--- config.mk ---
export PLATFORM = sky130hd
export DESIGN_NAME = easter_feast_date_calculator_unit
export DESIGN_NICKNAME = d
export VERILOG_FILES = /design/src/hw/rtl/efdc_pkg.sv /design/src/hw/rtl/efdc_date_conv.sv /design/src/hw/rtl/easter_feast_date_calculator_unit.sv
export SDC_FILE = /design/constraint.sdc
export NUM_CORES = 1
export LEC_CHECK = 0
export CORE_MARGIN = 3
export CORE_UTILIZATION = 50
export DETAILED_ROUTE_END_ITERATION = 6
export DONT_BUFFER_PORTS = 1
export GPL_ROUTABILITY_DRIVEN = 0
export GPL_TIMING_DRIVEN = 0
export SLEW_MARGIN = 5
export SYNTH_ARGS = -nofsm -noshare
export SYNTH_HDL_FRONTEND = slang
export SYNTH_SLANG_ARGS = --single-unit
--- constraint.sdc ---
create_clock -name clock -period 8.1 [get_ports clock]
set_input_delay 0.81 -clock clock [delete_from_list [all_inputs] [get_ports clock]]
set_output_delay 0.81 -clock clock [all_outputs]
set_load 0.005 [all_outputs]
--- src/hw/rtl/efdc_pkg.sv ---
package efdc_pkg;

   // number of register stages from accepted request to result strobe
   localparam int PIPE_DEPTH = 8;

   // accepted year range
   localparam int YEAR_MIN = 1583;
   localparam int YEAR_MAX = 9999;

   // reciprocal multipliers for the constant divisions (value = floor(x * R >> S))
   localparam int RECIP_19  = 27595;
   localparam int SHIFT_19  = 19;
   localparam int RECIP_100 = 5243;
   localparam int SHIFT_100 = 19;
   localparam int RECIP_25  = 41;
   localparam int SHIFT_25  = 10;
   localparam int RECIP_3   = 171;
   localparam int SHIFT_3   = 9;
   localparam int RECIP_30  = 547;
   localparam int SHIFT_30  = 14;
   localparam int RECIP_7   = 147;
   localparam int SHIFT_7   = 10;

   // threshold of the m term of the computus
   localparam int M_LIMIT = 451;

   // feast offsets relative to easter sunday, in days
   localparam logic signed [7:0] OFS_CARNIVAL  = -8'sd49;
   localparam logic signed [7:0] OFS_FRIDAY    = -8'sd2;
   localparam logic signed [7:0] OFS_ASCENSION = 8'sd39;
   localparam logic signed [7:0] OFS_PENTECOST = 8'sd49;

   // first day of each month as an offset from 1 march
   localparam logic signed [7:0] START_APR = 8'sd31;
   localparam logic signed [7:0] START_MAY = 8'sd61;
   localparam logic signed [7:0] START_JUN = 8'sd92;

   // month codes
   localparam logic [2:0] MON_FEB = 3'd2;
   localparam logic [2:0] MON_MAR = 3'd3;
   localparam logic [2:0] MON_APR = 3'd4;
   localparam logic [2:0] MON_MAY = 3'd5;
   localparam logic [2:0] MON_JUN = 3'd6;

   typedef struct packed {
      logic [4:0] dom;
      logic [2:0] mon;
   } date_type;

endpackage

--- src/hw/rtl/efdc_date_conv.sv ---
module efdc_date_conv
   import efdc_pkg::*;
(
   input  logic signed [7:0] offset,
   input  logic              leap,
   output date_type          date
);

   logic signed [7:0] feb_dom;
   logic signed [7:0] mon_dom;

   // day within february when the offset falls before 1 march
   assign feb_dom = (leap ? 8'sd29 : 8'sd28) + offset + 8'sd1;

   // pick the month by comparing against month starts
   always_comb begin
      mon_dom = offset + 8'sd1;
      date.mon = MON_MAR;
      if (offset < 8'sd0) begin
         mon_dom = (feb_dom < 8'sd1) ? 8'sd1 : feb_dom;
         date.mon = MON_FEB;
      end else if (offset >= START_JUN) begin
         mon_dom = offset - START_JUN + 8'sd1;
         date.mon = MON_JUN;
      end else if (offset >= START_MAY) begin
         mon_dom = offset - START_MAY + 8'sd1;
         date.mon = MON_MAY;
      end else if (offset >= START_APR) begin
         mon_dom = offset - START_APR + 8'sd1;
         date.mon = MON_APR;
      end
      date.dom = mon_dom[4:0];
   end

endmodule

--- src/hw/rtl/easter_feast_date_calculator_unit.sv ---
// Gregorian Easter and dependent feast dates. A year is taken on every cycle in which
// start is high (busy is always low), and its five dates appear on the rsp_ ports
// for one cycle, marked by rsp_strobe. The pipeline stages follow the chain of
// constant divisions of the computus (by 19 and 100, by 25, by 3, modulo 30,
// modulo 7), each done by reciprocal multiplication in a stage of its own, plus one
// stage that finishes the sum ahead of the modulo 30, one for the 451 threshold and
// one that turns day offsets into day and month. The receiver cannot stall: every
// strobe must be captured in its cycle. For years outside 1583..9999, rsp_year_in_range
// is low and all date fields read zero.
module easter_feast_date_calculator_unit
   import efdc_pkg::*;
(
   input  logic        clock,
   input  logic        reset,
   input  logic        start,
   output logic        busy,
   input  logic [13:0] req_calendar_year,
   output logic        rsp_strobe,
   output logic        rsp_year_in_range,
   output logic [4:0]  rsp_easter_dom,
   output logic [2:0]  rsp_easter_mon,
   output logic [4:0]  rsp_carnival_dom,
   output logic [1:0]  rsp_carnival_mon,
   output logic [4:0]  rsp_friday_dom,
   output logic [2:0]  rsp_friday_mon,
   output logic [4:0]  rsp_ascension_dom,
   output logic [2:0]  rsp_ascension_mon,
   output logic [4:0]  rsp_pentecost_dom,
   output logic [2:0]  rsp_pentecost_mon
);

   // valid bits, one per stage
   logic [PIPE_DEPTH-1:0] vld_ff, vld_in;
   // range and leap flags travel with stages 1..7
   logic [PIPE_DEPTH-2:0] inr_ff, inr_in;
   logic [PIPE_DEPTH-2:0] leap_ff, leap_in;

   logic        inr_s1;
   logic        leap_s1;

   // stage 1: year mod 19, year / 100, year mod 100
   logic [28:0] prod19, prod100;
   logic [9:0]  q19;
   logic [7:0]  q100;
   logic [13:0] rem19, rem100;
   logic [4:0]  s1_a_ff, s1_a_in;
   logic [7:0]  s1_b_ff, s1_b_in;
   logic [6:0]  s1_c_ff, s1_c_in;

   // stage 2: d, e, f, i, k
   logic [8:0]  bsum;
   logic [14:0] prod25;
   logic [4:0]  s2_a_ff;
   logic [7:0]  s2_b_ff;
   logic [5:0]  s2_d_ff, s2_d_in;
   logic [1:0]  s2_e_ff, s2_e_in;
   logic [4:0]  s2_f_ff, s2_f_in;
   logic [4:0]  s2_i_ff, s2_i_in;
   logic [1:0]  s2_k_ff, s2_k_in;

   // stage 3: g, partial h sum, partial l sum
   logic [8:0]  gnum;
   logic [16:0] prod3;
   logic [4:0]  s3_a_ff;
   logic [6:0]  s3_g_ff, s3_g_in;
   logic [9:0]  s3_p_ff, s3_p_in;
   logic [6:0]  s3_t_ff, s3_t_in;

   // stage 4: full h sum
   logic [4:0]  s4_a_ff;
   logic [9:0]  s4_s_ff, s4_s_in;
   logic [6:0]  s4_t_ff;

   // stage 5: h = sum mod 30
   logic [19:0] prod30;
   logic [4:0]  q30;
   logic [9:0]  hfull;
   logic [4:0]  s5_a_ff;
   logic [4:0]  s5_h_ff, s5_h_in;
   logic [6:0]  s5_t_ff;

   // stage 6: l = (32 + 2e + 2i - h - k) mod 7, a + 11h
   logic [6:0]  lsum;
   logic [14:0] prod7;
   logic [4:0]  q7;
   logic [6:0]  lfull;
   logic [4:0]  s6_h_ff;
   logic [2:0]  s6_l_ff, s6_l_in;
   logic [8:0]  s6_v_ff, s6_v_in;

   // stage 7: m and easter offset from 1 march
   logic [9:0]  msum;
   logic        mflag;
   logic [5:0]  s7_off_ff, s7_off_in;

   // stage 8: conversions to day and month
   logic signed [7:0] off_s;
   date_type    easter_date, carnival_date, friday_date, ascension_date, pentecost_date;
   logic        rsp_inr_ff;
   date_type    rsp_easter_ff, rsp_easter_in;
   date_type    rsp_carnival_ff, rsp_carnival_in;
   date_type    rsp_friday_ff, rsp_friday_in;
   date_type    rsp_ascension_ff, rsp_ascension_in;
   date_type    rsp_pentecost_ff, rsp_pentecost_in;

   // the pipeline never stalls
   assign busy = 1'b0;

   // valid and flag shift lines
   always_comb begin
      vld_in  = {vld_ff[PIPE_DEPTH-2:0], start && !busy};
      inr_in  = {inr_ff[PIPE_DEPTH-3:0], inr_s1};
      leap_in = {leap_ff[PIPE_DEPTH-3:0], leap_s1};
   end

   always_ff @(posedge clock) begin
      if (reset) begin
         vld_ff <= '0;
      end else begin
         vld_ff <= vld_in;
      end
   end

   always_ff @(posedge clock) begin
      inr_ff  <= inr_in;
      leap_ff <= leap_in;
   end

   // stage 1 logic
   always_comb begin
      prod19  = 29'(req_calendar_year) * 29'(RECIP_19);
      q19     = prod19[SHIFT_19 +: 10];
      rem19   = req_calendar_year - 14'(14'(q19) * 14'd19);
      prod100 = 29'(req_calendar_year) * 29'(RECIP_100);
      q100    = prod100[SHIFT_100 +: 8];
      rem100  = req_calendar_year - 14'(14'(q100) * 14'd100);
      s1_a_in = rem19[4:0];
      s1_b_in = q100;
      s1_c_in = rem100[6:0];
      inr_s1  = (req_calendar_year >= 14'(YEAR_MIN)) && (req_calendar_year <= 14'(YEAR_MAX));
      leap_s1 = ((req_calendar_year[1:0] == 2'd0) && (s1_c_in != 7'd0))
             || ((s1_c_in == 7'd0) && (q100[1:0] == 2'd0));
   end

   // stage 2 logic
   always_comb begin
      bsum    = 9'(s1_b_ff) + 9'd8;
      prod25  = 15'(bsum) * 15'(RECIP_25);
      s2_f_in = prod25[SHIFT_25 +: 5];
      s2_d_in = s1_b_ff[7:2];
      s2_e_in = s1_b_ff[1:0];
      s2_i_in = s1_c_ff[6:2];
      s2_k_in = s1_c_ff[1:0];
   end

   // stage 3 logic
   always_comb begin
      gnum    = 9'(s2_b_ff) - 9'(s2_f_ff) + 9'd1;
      prod3   = 17'(gnum) * 17'(RECIP_3);
      s3_g_in = prod3[SHIFT_3 +: 7];
      s3_p_in = 10'(s2_a_ff) * 10'd19 + 10'(s2_b_ff) - 10'(s2_d_ff) + 10'd15;
      s3_t_in = 7'd32 + 7'({s2_e_ff, 1'b0}) + 7'({s2_i_ff, 1'b0}) - 7'(s2_k_ff);
   end

   // stage 4 logic
   assign s4_s_in = s3_p_ff - 10'(s3_g_ff);

   // stage 5 logic
   always_comb begin
      prod30  = 20'(s4_s_ff) * 20'(RECIP_30);
      q30     = prod30[SHIFT_30 +: 5];
      hfull   = s4_s_ff - 10'(10'(q30) * 10'd30);
      s5_h_in = hfull[4:0];
   end

   // stage 6 logic
   always_comb begin
      lsum    = s5_t_ff - 7'(s5_h_ff);
      prod7   = 15'(lsum) * 15'(RECIP_7);
      q7      = prod7[SHIFT_7 +: 5];
      lfull   = lsum - 7'(7'(q7) * 7'd7);
      s6_l_in = lfull[2:0];
      s6_v_in = 9'(s5_a_ff) + 9'(s5_h_ff) * 9'd11;
   end

   // stage 7 logic
   always_comb begin
      msum      = 10'(s6_v_ff) + 10'(s6_l_ff) * 10'd22;
      mflag     = (msum >= 10'(M_LIMIT));
      s7_off_in = 6'(s6_h_ff) + 6'(s6_l_ff) - (mflag ? 6'd7 : 6'd0) + 6'd21;
   end

   // stage registers
   always_ff @(posedge clock) begin
      s1_a_ff   <= s1_a_in;
      s1_b_ff   <= s1_b_in;
      s1_c_ff   <= s1_c_in;
      s2_a_ff   <= s1_a_ff;
      s2_b_ff   <= s1_b_ff;
      s2_d_ff   <= s2_d_in;
      s2_e_ff   <= s2_e_in;
      s2_f_ff   <= s2_f_in;
      s2_i_ff   <= s2_i_in;
      s2_k_ff   <= s2_k_in;
      s3_a_ff   <= s2_a_ff;
      s3_g_ff   <= s3_g_in;
      s3_p_ff   <= s3_p_in;
      s3_t_ff   <= s3_t_in;
      s4_a_ff   <= s3_a_ff;
      s4_s_ff   <= s4_s_in;
      s4_t_ff   <= s3_t_ff;
      s5_a_ff   <= s4_a_ff;
      s5_h_ff   <= s5_h_in;
      s5_t_ff   <= s4_t_ff;
      s6_h_ff   <= s5_h_ff;
      s6_l_ff   <= s6_l_in;
      s6_v_ff   <= s6_v_in;
      s7_off_ff <= s7_off_in;
   end

   // stage 8: one converter per feast
   assign off_s = signed'({2'b00, s7_off_ff});

   efdc_date_conv u_conv_easter (
      .offset (off_s),
      .leap   (leap_ff[PIPE_DEPTH-2]),
      .date   (easter_date)
   );

   efdc_date_conv u_conv_carnival (
      .offset (off_s + OFS_CARNIVAL),
      .leap   (leap_ff[PIPE_DEPTH-2]),
      .date   (carnival_date)
   );

   efdc_date_conv u_conv_friday (
      .offset (off_s + OFS_FRIDAY),
      .leap   (leap_ff[PIPE_DEPTH-2]),
      .date   (friday_date)
   );

   efdc_date_conv u_conv_ascension (
      .offset (off_s + OFS_ASCENSION),
      .leap   (leap_ff[PIPE_DEPTH-2]),
      .date   (ascension_date)
   );

   efdc_date_conv u_conv_pentecost (
      .offset (off_s + OFS_PENTECOST),
      .leap   (leap_ff[PIPE_DEPTH-2]),
      .date   (pentecost_date)
   );

   // zero the dates of an out-of-range year
   always_comb begin
      rsp_easter_in    = inr_ff[PIPE_DEPTH-2] ? easter_date : '0;
      rsp_carnival_in  = inr_ff[PIPE_DEPTH-2] ? carnival_date : '0;
      rsp_friday_in    = inr_ff[PIPE_DEPTH-2] ? friday_date : '0;
      rsp_ascension_in = inr_ff[PIPE_DEPTH-2] ? ascension_date : '0;
      rsp_pentecost_in = inr_ff[PIPE_DEPTH-2] ? pentecost_date : '0;
   end

   always_ff @(posedge clock) begin
      rsp_inr_ff       <= inr_ff[PIPE_DEPTH-2];
      rsp_easter_ff    <= rsp_easter_in;
      rsp_carnival_ff  <= rsp_carnival_in;
      rsp_friday_ff    <= rsp_friday_in;
      rsp_ascension_ff <= rsp_ascension_in;
      rsp_pentecost_ff <= rsp_pentecost_in;
   end

   // result transfer
   assign rsp_strobe        = vld_ff[PIPE_DEPTH-1];
   assign rsp_year_in_range = rsp_inr_ff;
   assign rsp_easter_dom    = rsp_easter_ff.dom;
   assign rsp_easter_mon    = rsp_easter_ff.mon;
   assign rsp_carnival_dom  = rsp_carnival_ff.dom;
   assign rsp_carnival_mon  = rsp_carnival_ff.mon[1:0];
   assign rsp_friday_dom    = rsp_friday_ff.dom;
   assign rsp_friday_mon    = rsp_friday_ff.mon;
   assign rsp_ascension_dom = rsp_ascension_ff.dom;
   assign rsp_ascension_mon = rsp_ascension_ff.mon;
   assign rsp_pentecost_dom = rsp_pentecost_ff.dom;
   assign rsp_pentecost_mon = rsp_pentecost_ff.mon;

endmodule

### Word level (Yosys, flattened, before mapping)

Cells that the tools add are included.

| word-level totals | value |
|---|---|
| register bits | 206 |
| input port bits | 17 |
| output and inout bits | 42 |

| operators by class | value |
|---|---|
| add/sub/neg operators | 69 |
| multipliers | 13 |
| magnitude comparators | 28 |
| multiplexer cells | 47 |
| bitwise gates (word level) | 1 |
| reductions and logical operators | 17 |

Operator list:

| operator | count |
|---|---|
| 5-bit 2-to-1 mux | 25 |
| 5-bit by 2-bit adder with 5-bit output (second input constant) | 17 |
| 5-bit subtractor (second input constant) | 9 |
| 8-bit by 2-bit adder with 8-bit output (second input constant) | 5 |
| 8-bit by 2-bit less-than comparator with 1-bit output (second input constant) | 5 |
| 3-bit 2-to-1 mux | 13 |
| 14-bit by 15-bit multiplier with 29-bit output (second input constant) | 1 |
| 14-bit by 13-bit multiplier with 27-bit output (second input constant) | 1 |
| 5-bit by 3-bit subtractor with 5-bit output (second input constant) | 4 |
| 10-bit by 10-bit multiplier with 19-bit output (second input constant) | 1 |
| 5-bit by 7-bit adder with 8-bit output | 2 |
| 6-bit by 8-bit adder with 8-bit output | 2 |
| 8-bit by 6-bit greater-or-equal comparator with 1-bit output (second input constant) | 2 |
| 8-bit by 7-bit greater-or-equal comparator with 1-bit output (second input constant) | 2 |
| 8-bit greater-or-equal comparator (second input constant) | 2 |
| 8-bit by 1-bit less-than comparator with 1-bit output (second input constant) | 2 |
| 9-bit by 8-bit multiplier with 16-bit output (second input constant) | 1 |
| 2-bit 2-to-1 mux | 8 |
| 5-bit by 1-bit adder with 5-bit output (second input constant) | 3 |
| 7-bit by 8-bit multiplier with 15-bit output (second input constant) | 1 |
| 9-bit by 6-bit multiplier with 15-bit output (second input constant) | 1 |
| 3-bit OR reduction | 5 |
| 6-bit by 6-bit adder with 7-bit output (second input constant) | 2 |
| 14-bit by 11-bit greater-or-equal comparator with 1-bit output (second input constant) | 1 |
| 48 further kinds | 60 |

### Depth between registers and ports, before layout

Gate-level depths: netlist of the first run.

| logic depth | value |
|---|---|
| depth after elaboration | 7 |
| depth in mapped cells | 32 |

### Hierarchy

From an unflattened synthesis of the first run, not the netlist that was laid out.

| second synthesis, totals | value |
|---|---|
| cell total of the unflattened synthesis | 2,295 |
| area, all modules | 22,231.3 µm² |

By module, submodules not included:

| module | instances | cells an instance | area an instance (µm²) | seq. area each (µm²) |
|---|---|---|---|---|
| easter_feast_date_calculator_unit | 1 | 1,805 | 18,690.4 | 3,963.8 |
| efdc_date_conv | 5 | 98 | 708.2 | 0.0 |

### Least setup slack after synthesis of the first run

OpenSTA, ideal clock, no wires.

| timing | value |
|---|---|
| path type | input -> register |
| from | input port req_calendar_year[2] |
| to | register s1_a_ff[4] |
| arrival | 7.299 ns |
| setup slack | 0.680 ns |
| cell stages on the path | 30 |
| buffers on the path | 0 |
| cells stage by stage | inv_1 > fa_1 > fa_1 > fa_1 > inv_1 > fa_1 > inv_1 > fa_1 > fa_1 > inv_1 > ha_1 > nand4_1 > a211o_1 > a221oi_2 > o21ai_1 > a21boi_0 > nor2_1 > xor2_1 > ha_1 > inv_1 > ha_1 > inv_1 > fa_1 > nand2_1 > nand2_1 > a21oi_1 > xnor2_1 > xnor2_1 > xnor2_1 > xnor2_1 |

| on the way | value |
|---|---|
| longest elaborated chain between the ends | 3 |

RTL lines:

| element | line | text |
|---|---|---|
| from (decl) | easter_feast_date_calculator_unit.sv:17 | `input logic [13:0] req_calendar_year,` |
| 14-bit by 15-bit multiplier with 29-bit output | easter_feast_date_calculator_unit.sv:131 | `prod19 = 29'(req_calendar_year) * 29'(RECIP_19);` |
| 10-bit by 5-bit multiplier with 5-bit output | easter_feast_date_calculator_unit.sv:133 | `rem19 = req_calendar_year - 14'(14'(q19) * 14'd19);` |
| 5-bit subtractor * | easter_feast_date_calculator_unit.sv:133 |  |
| net rem19[4] | easter_feast_date_calculator_unit.sv:45 | `logic [13:0] rem19, rem100;` |
| to (signal assigned) | easter_feast_date_calculator_unit.sv:195 | `s1_a_ff <= s1_a_in;` |
| to (decl) | easter_feast_date_calculator_unit.sv:46 | `logic [4:0] s1_a_ff, s1_a_in;` |

The timed path passes the listed nets; every way through them passes the cells marked *.
A chain may end at the register's enable or synchronous reset.

### Final worst setup path of the first run

Ends and elaborated chain as after synthesis.

==> results of run 1 <==
[synthesized netlist by cell type (8+ instances only)]
master | number | area (um^2)
sky130_fd_sc_hd__a21o_1 | 31 | 232.7
sky130_fd_sc_hd__a21oi_1 | 87 | 435.4
sky130_fd_sc_hd__a31oi_1 | 10 | 62.56
sky130_fd_sc_hd__and2_1 | 16 | 100.1
sky130_fd_sc_hd__and3_1 | 8 | 50.05
sky130_fd_sc_hd__clkbuf_1 | 9 | 33.78
sky130_fd_sc_hd__dfxtp_1 | 198 | 3964
sky130_fd_sc_hd__fa_1 | 195 | 3904
sky130_fd_sc_hd__ha_1 | 501 | 6269
sky130_fd_sc_hd__inv_1 | 469 | 1760
sky130_fd_sc_hd__nand2_1 | 59 | 221.5
sky130_fd_sc_hd__nand3_1 | 19 | 95.09
sky130_fd_sc_hd__nor2_1 | 62 | 232.7
sky130_fd_sc_hd__nor2b_1 | 29 | 181.4
sky130_fd_sc_hd__nor3_1 | 17 | 85.08
sky130_fd_sc_hd__o21a_1 | 15 | 112.6
sky130_fd_sc_hd__o21ai_0 | 40 | 200.2
sky130_fd_sc_hd__o21bai_1 | 14 | 105.1
sky130_fd_sc_hd__xnor2_1 | 108 | 945.9
sky130_fd_sc_hd__xor2_1 | 34 | 297.8
[final cells by class]
cell class	instances	area, um^2
Buffer	16	87.58
Clock buffer	17	425.4
Clock inverter	15	157.7
Fill cell	3611	18370
Inverter	474	1783
Multi-Input combinational cell	1369	14570
Sequential cell	198	3964
Tap cell	525	656.9
[layout by cell type (no fill, tap or decap), types with 6 or more instances in the layout]
| cell type | instances |
|---|---|
| sky130_fd_sc_hd__ha_1 | 501 |
| sky130_fd_sc_hd__inv_1 | 468 |
| sky130_fd_sc_hd__dfxtp_1 | 198 |
| sky130_fd_sc_hd__fa_1 | 195 |
| sky130_fd_sc_hd__xnor2_1 | 108 |
| sky130_fd_sc_hd__a21oi_1 | 87 |
| sky130_fd_sc_hd__nor2_1 | 62 |
| sky130_fd_sc_hd__nand2_1 | 59 |
| sky130_fd_sc_hd__o21ai_0 | 40 |
| sky130_fd_sc_hd__xor2_1 | 34 |
| sky130_fd_sc_hd__a21o_1 | 31 |
| sky130_fd_sc_hd__nor2b_1 | 29 |
| sky130_fd_sc_hd__nand3_1 | 19 |
| sky130_fd_sc_hd__nor3_1 | 17 |
| sky130_fd_sc_hd__clkbuf_16 | 17 |
| sky130_fd_sc_hd__and2_1 | 16 |
| sky130_fd_sc_hd__o21a_1 | 15 |
| sky130_fd_sc_hd__o21bai_1 | 14 |
| sky130_fd_sc_hd__a31oi_1 | 10 |
| sky130_fd_sc_hd__clkbuf_1 | 9 |
| sky130_fd_sc_hd__and3_1 | 8 |
| sky130_fd_sc_hd__nand4_1 | 7 |
| sky130_fd_sc_hd__o22ai_1 | 7 |
| sky130_fd_sc_hd__o21ai_1 | 7 |
| sky130_fd_sc_hd__a21boi_0 | 7 |
| sky130_fd_sc_hd__inv_6 | 6 |
[final timing paths]
path	endpoint	slack (ps)	cells past startpoint
max	s1_a_ff[4]$_DFF_P_	450	30
min	s5_a_ff[2]$_DFF_P_	310	0
max reg2reg	s6_l_ff[2]$_DFF_P_	1940	27
min reg2reg	s5_a_ff[2]$_DFF_P_	310	0
[flip-flops by register name, summed over array words and instances, names as in the netlist, 8 cells and up]
signal	flops
s4_s_ff	10
vld_ff	8
s3_p_ff	10
s6_v_ff	9
s1_b_ff	8
[metal layers]
layer	part of all wire	track usage	vias to the layer above
li1	-	-	6704
met2	0.49	0.3285	214
met4	0.017	0.05208	0
met3	0.040	0.03709	45
met5	0	0	-
met1	0.45	0.2419	6321
[kinds of logic (layout without fill, tap and decap cells)]
group | Yosys count | in the layout
fa+ha+maj | 696 | 696
buf+inv | 490 | 522
compound gates | 279 | 279
simple gates | 244 | 244
flops | 198 | 198
xor+xnor | 145 | 145
mux | 4 | 4
other cells | 1 | 1
[what timing repair did]
item                       4_1_cts  5_1_grt
setup endpoints to repair        0        1
hold buffers                     0        0
gates resized for setup          0        1
[critical path: cells and delay by family]
family | cells | cell delay [ps]
fa+ha+maj | 10 | 4280
compound gates | 5 | 1260
simple gates | 4 | 370
xor+xnor | 5 | 770
buf+inv | 6 | 510
[through the flow]
stage / hold WS, ps / setup TNS, ps / util / worst slack (ps)
2_1_floorplan: 309.6 / 0 / - / 680.1
3_3_place_gp: 310.4 / -5.847 / 0.5263 / -5.847
3_5_place_dp: 312.1 / -24.72 / 0.5263 / -24.72
4_1_cts: 316.4 / 0 / 0.5408 / 417.3
5_1_grt: 318.9 / 0 / 0.5409 / 19.88
6_report: 314.3 / 0 / 0.5409 / 454.2
==> metrics.yaml, run 1 <==
worst_setup_path:
  worst_r2r_startpoint: "s5_h_ff[1]$_DFF_P_"
  worst_setup_path_start_kind: "input pin"
  worst_path_most_repeated_cell: "sky130_fd_sc_hd__fa_1"
  critical_path_arrival_ps: 8020
  cp_max_fo: 8
  critical_path_launch_point: "req_calendar_year[2]"
  cp_slowest_stage_delay_ps: 650
  criticalPathCategory: "in -> reg"
  setup.worst_path.end_class: "flip-flop"
  timing.critical_path.slowest_stage_cell: "sky130_fd_sc_hd__fa_1"
  crit_required_ps: 8470
logic_synthesis:
  synth_fp_nets: 2770
  synth-compound-area-share: 0.09011
  synth_seq_cells: 198
  synth_area_um2: 20400
  post_synth_fa_ha_maj_area_fraction: 0.4987
  netlist_instances: 2057
  combinational_family_with_the_most_area_after_synthesis: "adder cells"
  synthSimpleGateAreaFrac: 0.05926
  post_synth.cell_area_avg_um2: 9.916
  synthMuxAreaShare: 0.001963
  async_flop_share: 0
  synth_ff_type: "sky130_fd_sc_hd__dfxtp_1"
  post_synth_xor_area_fraction: 0.06392
  synth_edf_count: 0
  synthesis.yosys.warnings: 0
  part_of_the_yosys_area_used_for_sequential_elements: 0.1943
  synthDistinctLibCells: 78
clocking:
  clkLatencyLatePin_ps: 450
  cts_post_setup_buffers_inserted: 0
  cts_max_level: 4
  clk_transition_reported_paths_ps: 80
  root_buffer: "sky130_fd_sc_hd__clkbuf_16"
  cts_tree: "yes"
  cts_inserted_buffers: 17
  clock_path_buffers: 2
  cts.sinks: 198
timing:
  layout_min_cycle_time_ps: 7646
  finClkSkew_ps: 11.90
  finalSetupViolations: 0
  finalHoldViolations: 0
  period_share: 0.9439
  maxClockFrequency_mhz: 130.8
  maxSlewViolCount: 0
  slew-limit-headroom: 0.2329
  grt_setup_unrepaired: "no"
  tightestPinTransition_ps: 1151
routing:
  route.detailed.drc: 0
  number_of_detailed_routing_iterations_run_before_antenna_repair: 5
  via_to_cell_ratio: 5.082
  drt_wl_total_um: 39400
  num_vias: 13284
  antenna_left: 0
  detail_route.wl_per_cell_um: 15.07
  drt-initial-drc-count: 557
finish:
  layout-area-overhead-vs-synth_pct: 6.098
  finalNonFillerCells: 2614
  finish.net_count: 2789
  final_cell_area_um2: 21640
  diodes: 0
  final_layout_size_suffix_gt1_frac: 0.02872
floorplan:
  placeableCoreArea_um2: 40010
  fp.dieW_um: 208.0
  boundaryPins: 59
  floorplan.die_area_um2: 43250
  placement_rows: 73
  starting_utilization_of_the_core_area: 0.5099
  die_h_um: 208.0
placed_design:
  place_hpwl_um: 33520
  post_dp_cell_area_um2: 21050
  place.detailed.instances: 2582
  port_buffers: 0
min_path:
  hold_path.class: "reg -> reg"
  min-delay-start: "s4_a_ff[2]$_DFF_P_"
global_routing:
  grt_first_pass_wirelength_um: 67040
  track_usage: 0.1895
  first_global_vias: 13897
  pin_count_of_the_biggest_net_entering_global_routing: 20
  grt_antenna_before_repair: 0
  grt-ovfl-total: 0
job:
  drv.max_cap_violation_count: 0
status:
  status: "finished, final reports clean"
Power of run 1 is left out: the tool's default activity adds up to more than one toggle a clock period on the data nets, which glitch-free logic cannot reach.
==> run 2, diff against run 1 <==
--- a/config.mk
+++ b/config.mk
@@ -11,6 +11,7 @@
 export DONT_BUFFER_PORTS = 1
 export GPL_ROUTABILITY_DRIVEN = 0
 export GPL_TIMING_DRIVEN = 0
+export PLACE_DENSITY = 0.66
 export SLEW_MARGIN = 5
 export SYNTH_ARGS = -nofsm -noshare
 export SYNTH_HDL_FRONTEND = slang
==> run 2 against run 1 <==
Clock-buffer cell count up 2. Register-to-register slack about the same. Final cell count unchanged. Critical path depth down 1. Non-clock buffer count unchanged. Routed wire length down 2.7%. Clock skew up 2.7 ps. Setup slack better by 64 ps. Via count up 0.14%. Hold slack better by 9.6 ps. Critical path type unchanged.
==> metrics.yaml, run 2 (same netlist as run 1, synthesis figures left out) <==
routing:
  number_of_detailed_routing_iterations_run_before_antenna_repair: 5  # unchanged
  antenna_left: 0  # unchanged
  drt-initial-drc-count: 577  # +3.6%
  num_vias: 13302  # +0.14%
  drt_wl_total_um: 38340  # -2.7%
  via_to_cell_ratio: 5.089  # +0.14%
  route.detailed.drc: 0  # unchanged
  detail_route.wl_per_cell_um: 14.67  # -2.7%
clocking:
  cts.sinks: 198  # unchanged
  clkLatencyLatePin_ps: 440  # about the same
  cts_inserted_buffers: 17  # unchanged
  clk_transition_reported_paths_ps: 70  # about the same
  cts_max_level: 4  # unchanged
  cts_repair_resize_count: 0  # unchanged
  root_buffer: "sky130_fd_sc_hd__clkbuf_16"
  cts_post_setup_buffers_inserted: 0  # unchanged
  clock_path_buffers: 2  # unchanged
  cts_tree: "yes"
  holdBufCountCts: 0  # unchanged
timing:
  finClkSkew_ps: 14.64  # +2.738 ps
  layout_min_cycle_time_ps: 7582  # -64.20 ps
  grt_setup_unrepaired: "no"
  period_share: 0.9360  # -0.007926
  maxClockFrequency_mhz: 131.9  # +0.85%
  tightestPinTransition_ps: 1066  # -84.99 ps
  maxSlewViolCount: 0  # unchanged
  slew-limit-headroom: 0.2895  # +0.05666
  finalHoldViolations: 0  # unchanged
  finalSetupViolations: 0  # unchanged
floorplan:
  starting_utilization_of_the_core_area: 0.5099  # unchanged
  boundaryPins: 59  # unchanged
  placement_rows: 73  # unchanged
  floorplan.die_area_um2: 43250  # unchanged
  placeableCoreArea_um2: 40010  # unchanged
  die_h_um: 208.0  # unchanged
  fp.dieW_um: 208.0  # unchanged
job:
  drv.max_cap_violation_count: 0  # unchanged
finish:
  final_layout_size_suffix_gt1_frac: 0.02872  # unchanged
  finish.net_count: 2789  # unchanged
  finalNonFillerCells: 2614  # unchanged
  most-common-layout-cells: "sky130_fd_sc_hd__ha_1 (501), sky130_fd_sc_hd__inv_1 (468), sky130_fd_sc_hd__dfxtp_1 (198)"
  layout-area-overhead-vs-synth_pct: 6.214
  final_common_cell: "sky130_fd_sc_hd__ha_1"
  biggest_registers_after_layout: "s3_p_ff x10, s4_s_ff x10, s6_v_ff x9"
  diodes: 0  # unchanged
worst_setup_path:
  criticalPathCategory: "in -> reg"
  critical_path_arrival_ps: 7950  # -70 ps
  cp_max_fo: 8  # unchanged
  crit_required_ps: 8470  # about the same
  worst_setup_path_start_kind: "input pin"
  setup.worst_path.end_class: "flip-flop"
  cp_slowest_stage_delay_ps: 670  # +20 ps
  timing.critical_path.slowest_stage_cell: "sky130_fd_sc_hd__fa_1"
global_routing:
  grt_antenna_before_repair: 0  # unchanged
  grt-ovfl-total: 0  # unchanged
  pin_count_of_the_biggest_net_entering_global_routing: 20  # unchanged
  grt_first_pass_wirelength_um: 66360  # -1.0%
  first_global_vias: 13891  # -0.043%
  track_usage: 0.1847  # -0.004769
min_path:
  hold_path.class: "reg -> reg"
placed_design:
  place.detailed.instances: 2582  # unchanged
  place_hpwl_um: 32530  # -3.0%
  port_buffers: 0  # unchanged
status:
  status: "finished, final reports clean"
-- run 2: area by class of cell --
| cell class | count | area (um^2) |
|---|---|---|
| buffer | 16 | 87.58 |
| clock buffer | 19 | 452.9 |
| clock inverter | 13 | 153.9 |
| fill | 3554 | 18340 |
| inverter | 474 | 1783 |
| multi-input combinational | 1369 | 14570 |
| sequential | 198 | 3964 |
| tap | 525 | 656.9 |
-- run 2: critical path, delay by kind of cell --
family | cells | cell delay (ps)
AO/OA/AOI/OAI | 5 | 1210
XOR/XNOR | 5 | 820
adder cells (fa/ha/maj) | 10 | 4330
buffers and inverters | 7 | 580
AND/OR/NAND/NOR | 2 | 160
-- run 2: path summary, 6_finish.rpt --
path | from | endpoint | slack (ps) | cells after the start
hold reg to reg | s3_t_ff[6]$_DFF_P_ | s4_t_ff[6]$_DFF_P_ | 320 | 0
hold / removal | s3_t_ff[6]$_DFF_P_ | s4_t_ff[6]$_DFF_P_ | 320 | 0
setup reg to reg | s5_h_ff[1]$_DFF_P_ | s6_l_ff[2]$_DFF_P_ | 1930 | 27
setup / recovery | req_calendar_year[2] | s1_a_ff[4]$_DFF_P_ | 520 | 29
-- run 2: metrics by stage --
| stage | hold WS [ps] | area [um^2] | setup TNS (ps) | worst slack (ps) | util |
|---|---|---|---|---|---|
| finish | 323.9 | 21660 | 0 | 518.4 | 0.5415 |
| global route | 326.1 | 21660 | 0 | 56.07 | 0.5415 |
| CTS | 323.6 | 21660 | 0 | 418.6 | 0.5414 |
| detailed placement | 312.1 | 21050 | -39.72 | -39.72 | 0.5263 |
| global placement | 310.5 | 21050 | 0 | 101.8 | 0.5263 |
| floorplan | 309.6 | 20400 | 0 | 680.1 | - |
-- run 2: per-layer routing --
metal | vias to the layer above | global-route usage | routed length [um]
li1 | 6698 | - | -
met1 | 6370 | 0.2315 | 17090
met2 | 194 | 0.3341 | 19220
met3 | 40 | 0.02850 | 1522
met4 | 0 | 0.04464 | 510
met5 | - | 0 | 0
Power of run 2 is left out for the same reason.
==> run 3, diff against run 2 <==
--- a/config.mk
+++ b/config.mk
@@ -15,4 +15,5 @@
 export SLEW_MARGIN = 5
 export SYNTH_ARGS = -nofsm -noshare
 export SYNTH_HDL_FRONTEND = slang
+export SYNTH_HIERARCHICAL = 1
 export SYNTH_SLANG_ARGS = --single-unit
==> run 3 against run 2 <==
Register-to-register slack worse by 200 ps. Clock-buffer cell count unchanged. Design area up 8.9%. Die area rose by 8.7%. Routed wire length up 13%. Sequential share of layout area is 1.5 points lower. First-iteration DRC count grew 27%. Critical path type unchanged. Highest routed layer unchanged.
==> metrics.yaml, run 3 <==
clocking:
  cts_repair_resize_count: 0  # unchanged
  cts_max_level: 4  # unchanged
  cts_post_setup_buffers_inserted: 0  # unchanged
  clk_transition_reported_paths_ps: 80  # about the same
  clock_path_buffers: 2  # unchanged
  cts_tree: "yes"
  cts_inserted_buffers: 17  # unchanged
  clkLatencyLatePin_ps: 450  # about the same
  cts.sinks: 198  # unchanged
  holdBufCountCts: 0  # unchanged
  root_buffer: "sky130_fd_sc_hd__clkbuf_16"
finish:
  fillers: 3869  # +8.9%
  biggest_registers_after_layout: "s3_p_ff x10, s4_s_ff x10, s6_v_ff x9"
  diodes: 0  # unchanged
  final_common_cell: "sky130_fd_sc_hd__ha_1"
  layout-area-overhead-vs-synth_pct: 6.168  # about the same
  combined_area_of_the_multi_input_logic_cells_um2: 16170  # +11%
  finish.net_count: 3069  # +10%
  most-common-layout-cells: "sky130_fd_sc_hd__ha_1 (533), sky130_fd_sc_hd__inv_1 (513), sky130_fd_sc_hd__dfxtp_1 (198)"
  final_layout_size_suffix_gt1_frac: 0.04666  # +0.01794
  register_area_um2: 3964  # unchanged
timing:
  finalSetupTns_ps: 0  # unchanged
  grt_setup_unrepaired: "no"
  period_share: 0.9101  # -0.02595
  tightestPinTransition_ps: 977.1  # -88.58 ps
  maxSlewViolCount: 0  # unchanged
  finalHoldViolations: 0  # unchanged
  finClkSkew_ps: 10.20  # -4.441 ps
  layout_min_cycle_time_ps: 7371  # -210.2 ps
  finalSetupViolations: 0  # unchanged
  maxClockFrequency_mhz: 135.7  # +2.9%
  slew-limit-headroom: 0.3480  # +0.05851
logic_synthesis:
  synth.most_common_cell: "sky130_fd_sc_hd__ha_1"
  synth_edf_count: 0  # unchanged
  synth_area_um2: 22230  # +9.0%
  synthDistinctLibCells: 71  # -9.0%
  async_flop_share: 0  # unchanged
  synthesis.yosys.warnings: 6  # +6
  synth.largest_area_cell: "sky130_fd_sc_hd__ha_1"
  synth_ff_type: "sky130_fd_sc_hd__dfxtp_1"
  part_of_the_yosys_area_used_for_sequential_elements: 0.1783  # -0.01603
  netlist_instances: 2295  # +12%
  synth.area.top_cells: "sky130_fd_sc_hd__ha_1 (30%), sky130_fd_sc_hd__dfxtp_1 (18%), sky130_fd_sc_hd__fa_1 (18%)"
  synth_top_area_frac: 0.3000  # -0.007347
  synth.cells.most_frequent: "sky130_fd_sc_hd__ha_1 (533), sky130_fd_sc_hd__inv_1 (513), sky130_fd_sc_hd__dfxtp_1 (198)"
  synth_seq_cells: 198  # unchanged
  post_synth.cell_area_avg_um2: 9.687  # -2.3%
routing:
  route.met3.wl_um: 1633  # +7.3%
  route.detailed.drc: 0  # unchanged
  via_to_cell_ratio: 5.198  # +2.1%
  drt-initial-drc-count: 730  # +27%
  detail_route.wl_per_cell_um: 14.79  # +0.81%
  antenna_left: 0  # unchanged
  drt_wl_total_um: 43190  # +13%
  drt_met1_wl_um: 18750  # +9.7%
  number_of_detailed_routing_iterations_run_before_antenna_repair: 5  # unchanged
  dr_top_layer: "met4"
  num_vias: 15182  # +14%
  met2RoutedLength_um: 21350  # +11%
global_routing:
  track_usage: 0.1918  # +0.007102
  grt-ovfl-total: 0  # unchanged
  pin_count_of_the_biggest_net_entering_global_routing: 23  # +15%
  first_global_vias: 15757  # +13%
  grt_first_pass_wirelength_um: 74130  # +12%
  grt_antenna_before_repair: 0  # unchanged
worst_setup_path:
  critical-path-top-delay-family: "adder cells"
  cp_slowest_stage_delay_ps: 540  # -130 ps
  worst_setup_path_start_kind: "input pin"
  setup.worst_path.end_class: "flip-flop"
  timing.critical_path.slowest_stage_cell: "sky130_fd_sc_hd__fa_1"
  worst_path_most_repeated_cell: "sky130_fd_sc_hd__fa_1"
  critPathBufInv: 5  # -2
  cp_max_fo: 8  # unchanged
  criticalPathCategory: "in -> reg"
  critical_path_arrival_ps: 7750  # -200 ps
  crit_required_ps: 8480  # about the same
placed_design:
  port_buffers: 0  # unchanged
  place_hpwl_um: 36210  # +11%
floorplan:
  die_h_um: 216.9  # +4.3%
  placeableCoreArea_um2: 43460  # +8.6%
  placement_rows: 76  # +4.1%
  starting_utilization_of_the_core_area: 0.5116  # +0.001723
  boundaryPins: 59  # unchanged
  floorplan.die_area_um2: 47030  # +8.7%
  fp.dieW_um: 216.9  # +4.3%
status:
  status: "finished, final reports clean"
job:
  drv.max_cap_violation_count: 0  # unchanged
min_path:
  hold_path.class: "reg -> reg"
[run 3: cells by family after synthesis]
group / Yosys count / share of synthesized area
multiplexers: 16 / 0.007204
other: 1 / 0.0001687
buffers and inverters: 551 / 0.09602
XOR/XNOR: 157 / 0.06270
flip-flops: 198 / 0.1783
adder cells (fa/ha/maj): 729 / 0.4765
AO/OA/AOI/OAI: 333 / 0.1054
AND/OR/NAND/NOR: 310 / 0.07378
[run 3: layer usage]
metal	GRT usage	up-vias
met5	0	-
met4	0.06915	0
li1	-	7512
met1	0.2357	7307
met2	0.3420	282
met3	0.02876	81
[run 3: worst register-to-register path, delay by kind of cell, from the launching register on]
| kind | cells | cell delay, ps |
|---|---|---|
| adder cells (fa/ha/maj) | 9 | 2950 |
| buffers and inverters | 6 | 390 |
| AO/OA/AOI/OAI | 5 | 990 |
| AND/OR/NAND/NOR | 2 | 260 |
| XOR/XNOR | 7 | 1260 |
| flip-flops | 1 | 480 |
[run 3: path summary, 6_finish.rpt]
kind                                           start                 end  depth (start not counted)  slack [ps]
worst min-delay path              s3_a_ff[1]$_DFF_P_  s4_a_ff[1]$_DFF_P_                          0         330
worst max register to register    s5_h_ff[0]$_DFF_P_  s6_l_ff[2]$_DFF_P_                         29        1730
worst max-delay path            req_calendar_year[2]  s1_a_ff[4]$_DFF_P_                         26         730
worst min register to register    s3_a_ff[1]$_DFF_P_  s4_a_ff[1]$_DFF_P_                          0         330
[run 3: cell type report]
type / count / area share
multi-input combinational: 1555 / 0.6853
inverter: 513 / 0.08158
tap: 585 / 0.03101
clock inverter: 13 / 0.006573
sequential: 198 / 0.1679
buffer: 38 / 0.008853
clock buffer: 19 / 0.01877
[run 3: through the flow]
step / std cells / cell area [um^2] / hold WS (ps) / util / worst slack [ps]
after floorplan: 2304 / 22270 / 309.6 / - / 851.5
after global placement: 2889 / 23000 / 310.3 / 0.5292 / 268.8
after detailed placement: 2889 / 23000 / 312.1 / 0.5294 / 218.6
after CTS: 2921 / 23600 / 326.5 / 0.5431 / 676.9
after global routing: 2921 / 23600 / 330.1 / 0.5431 / 239.2
final: 2921 / 23600 / 327.3 / 0.5431 / 728.6
Power of run 3 is left out for the same reason.
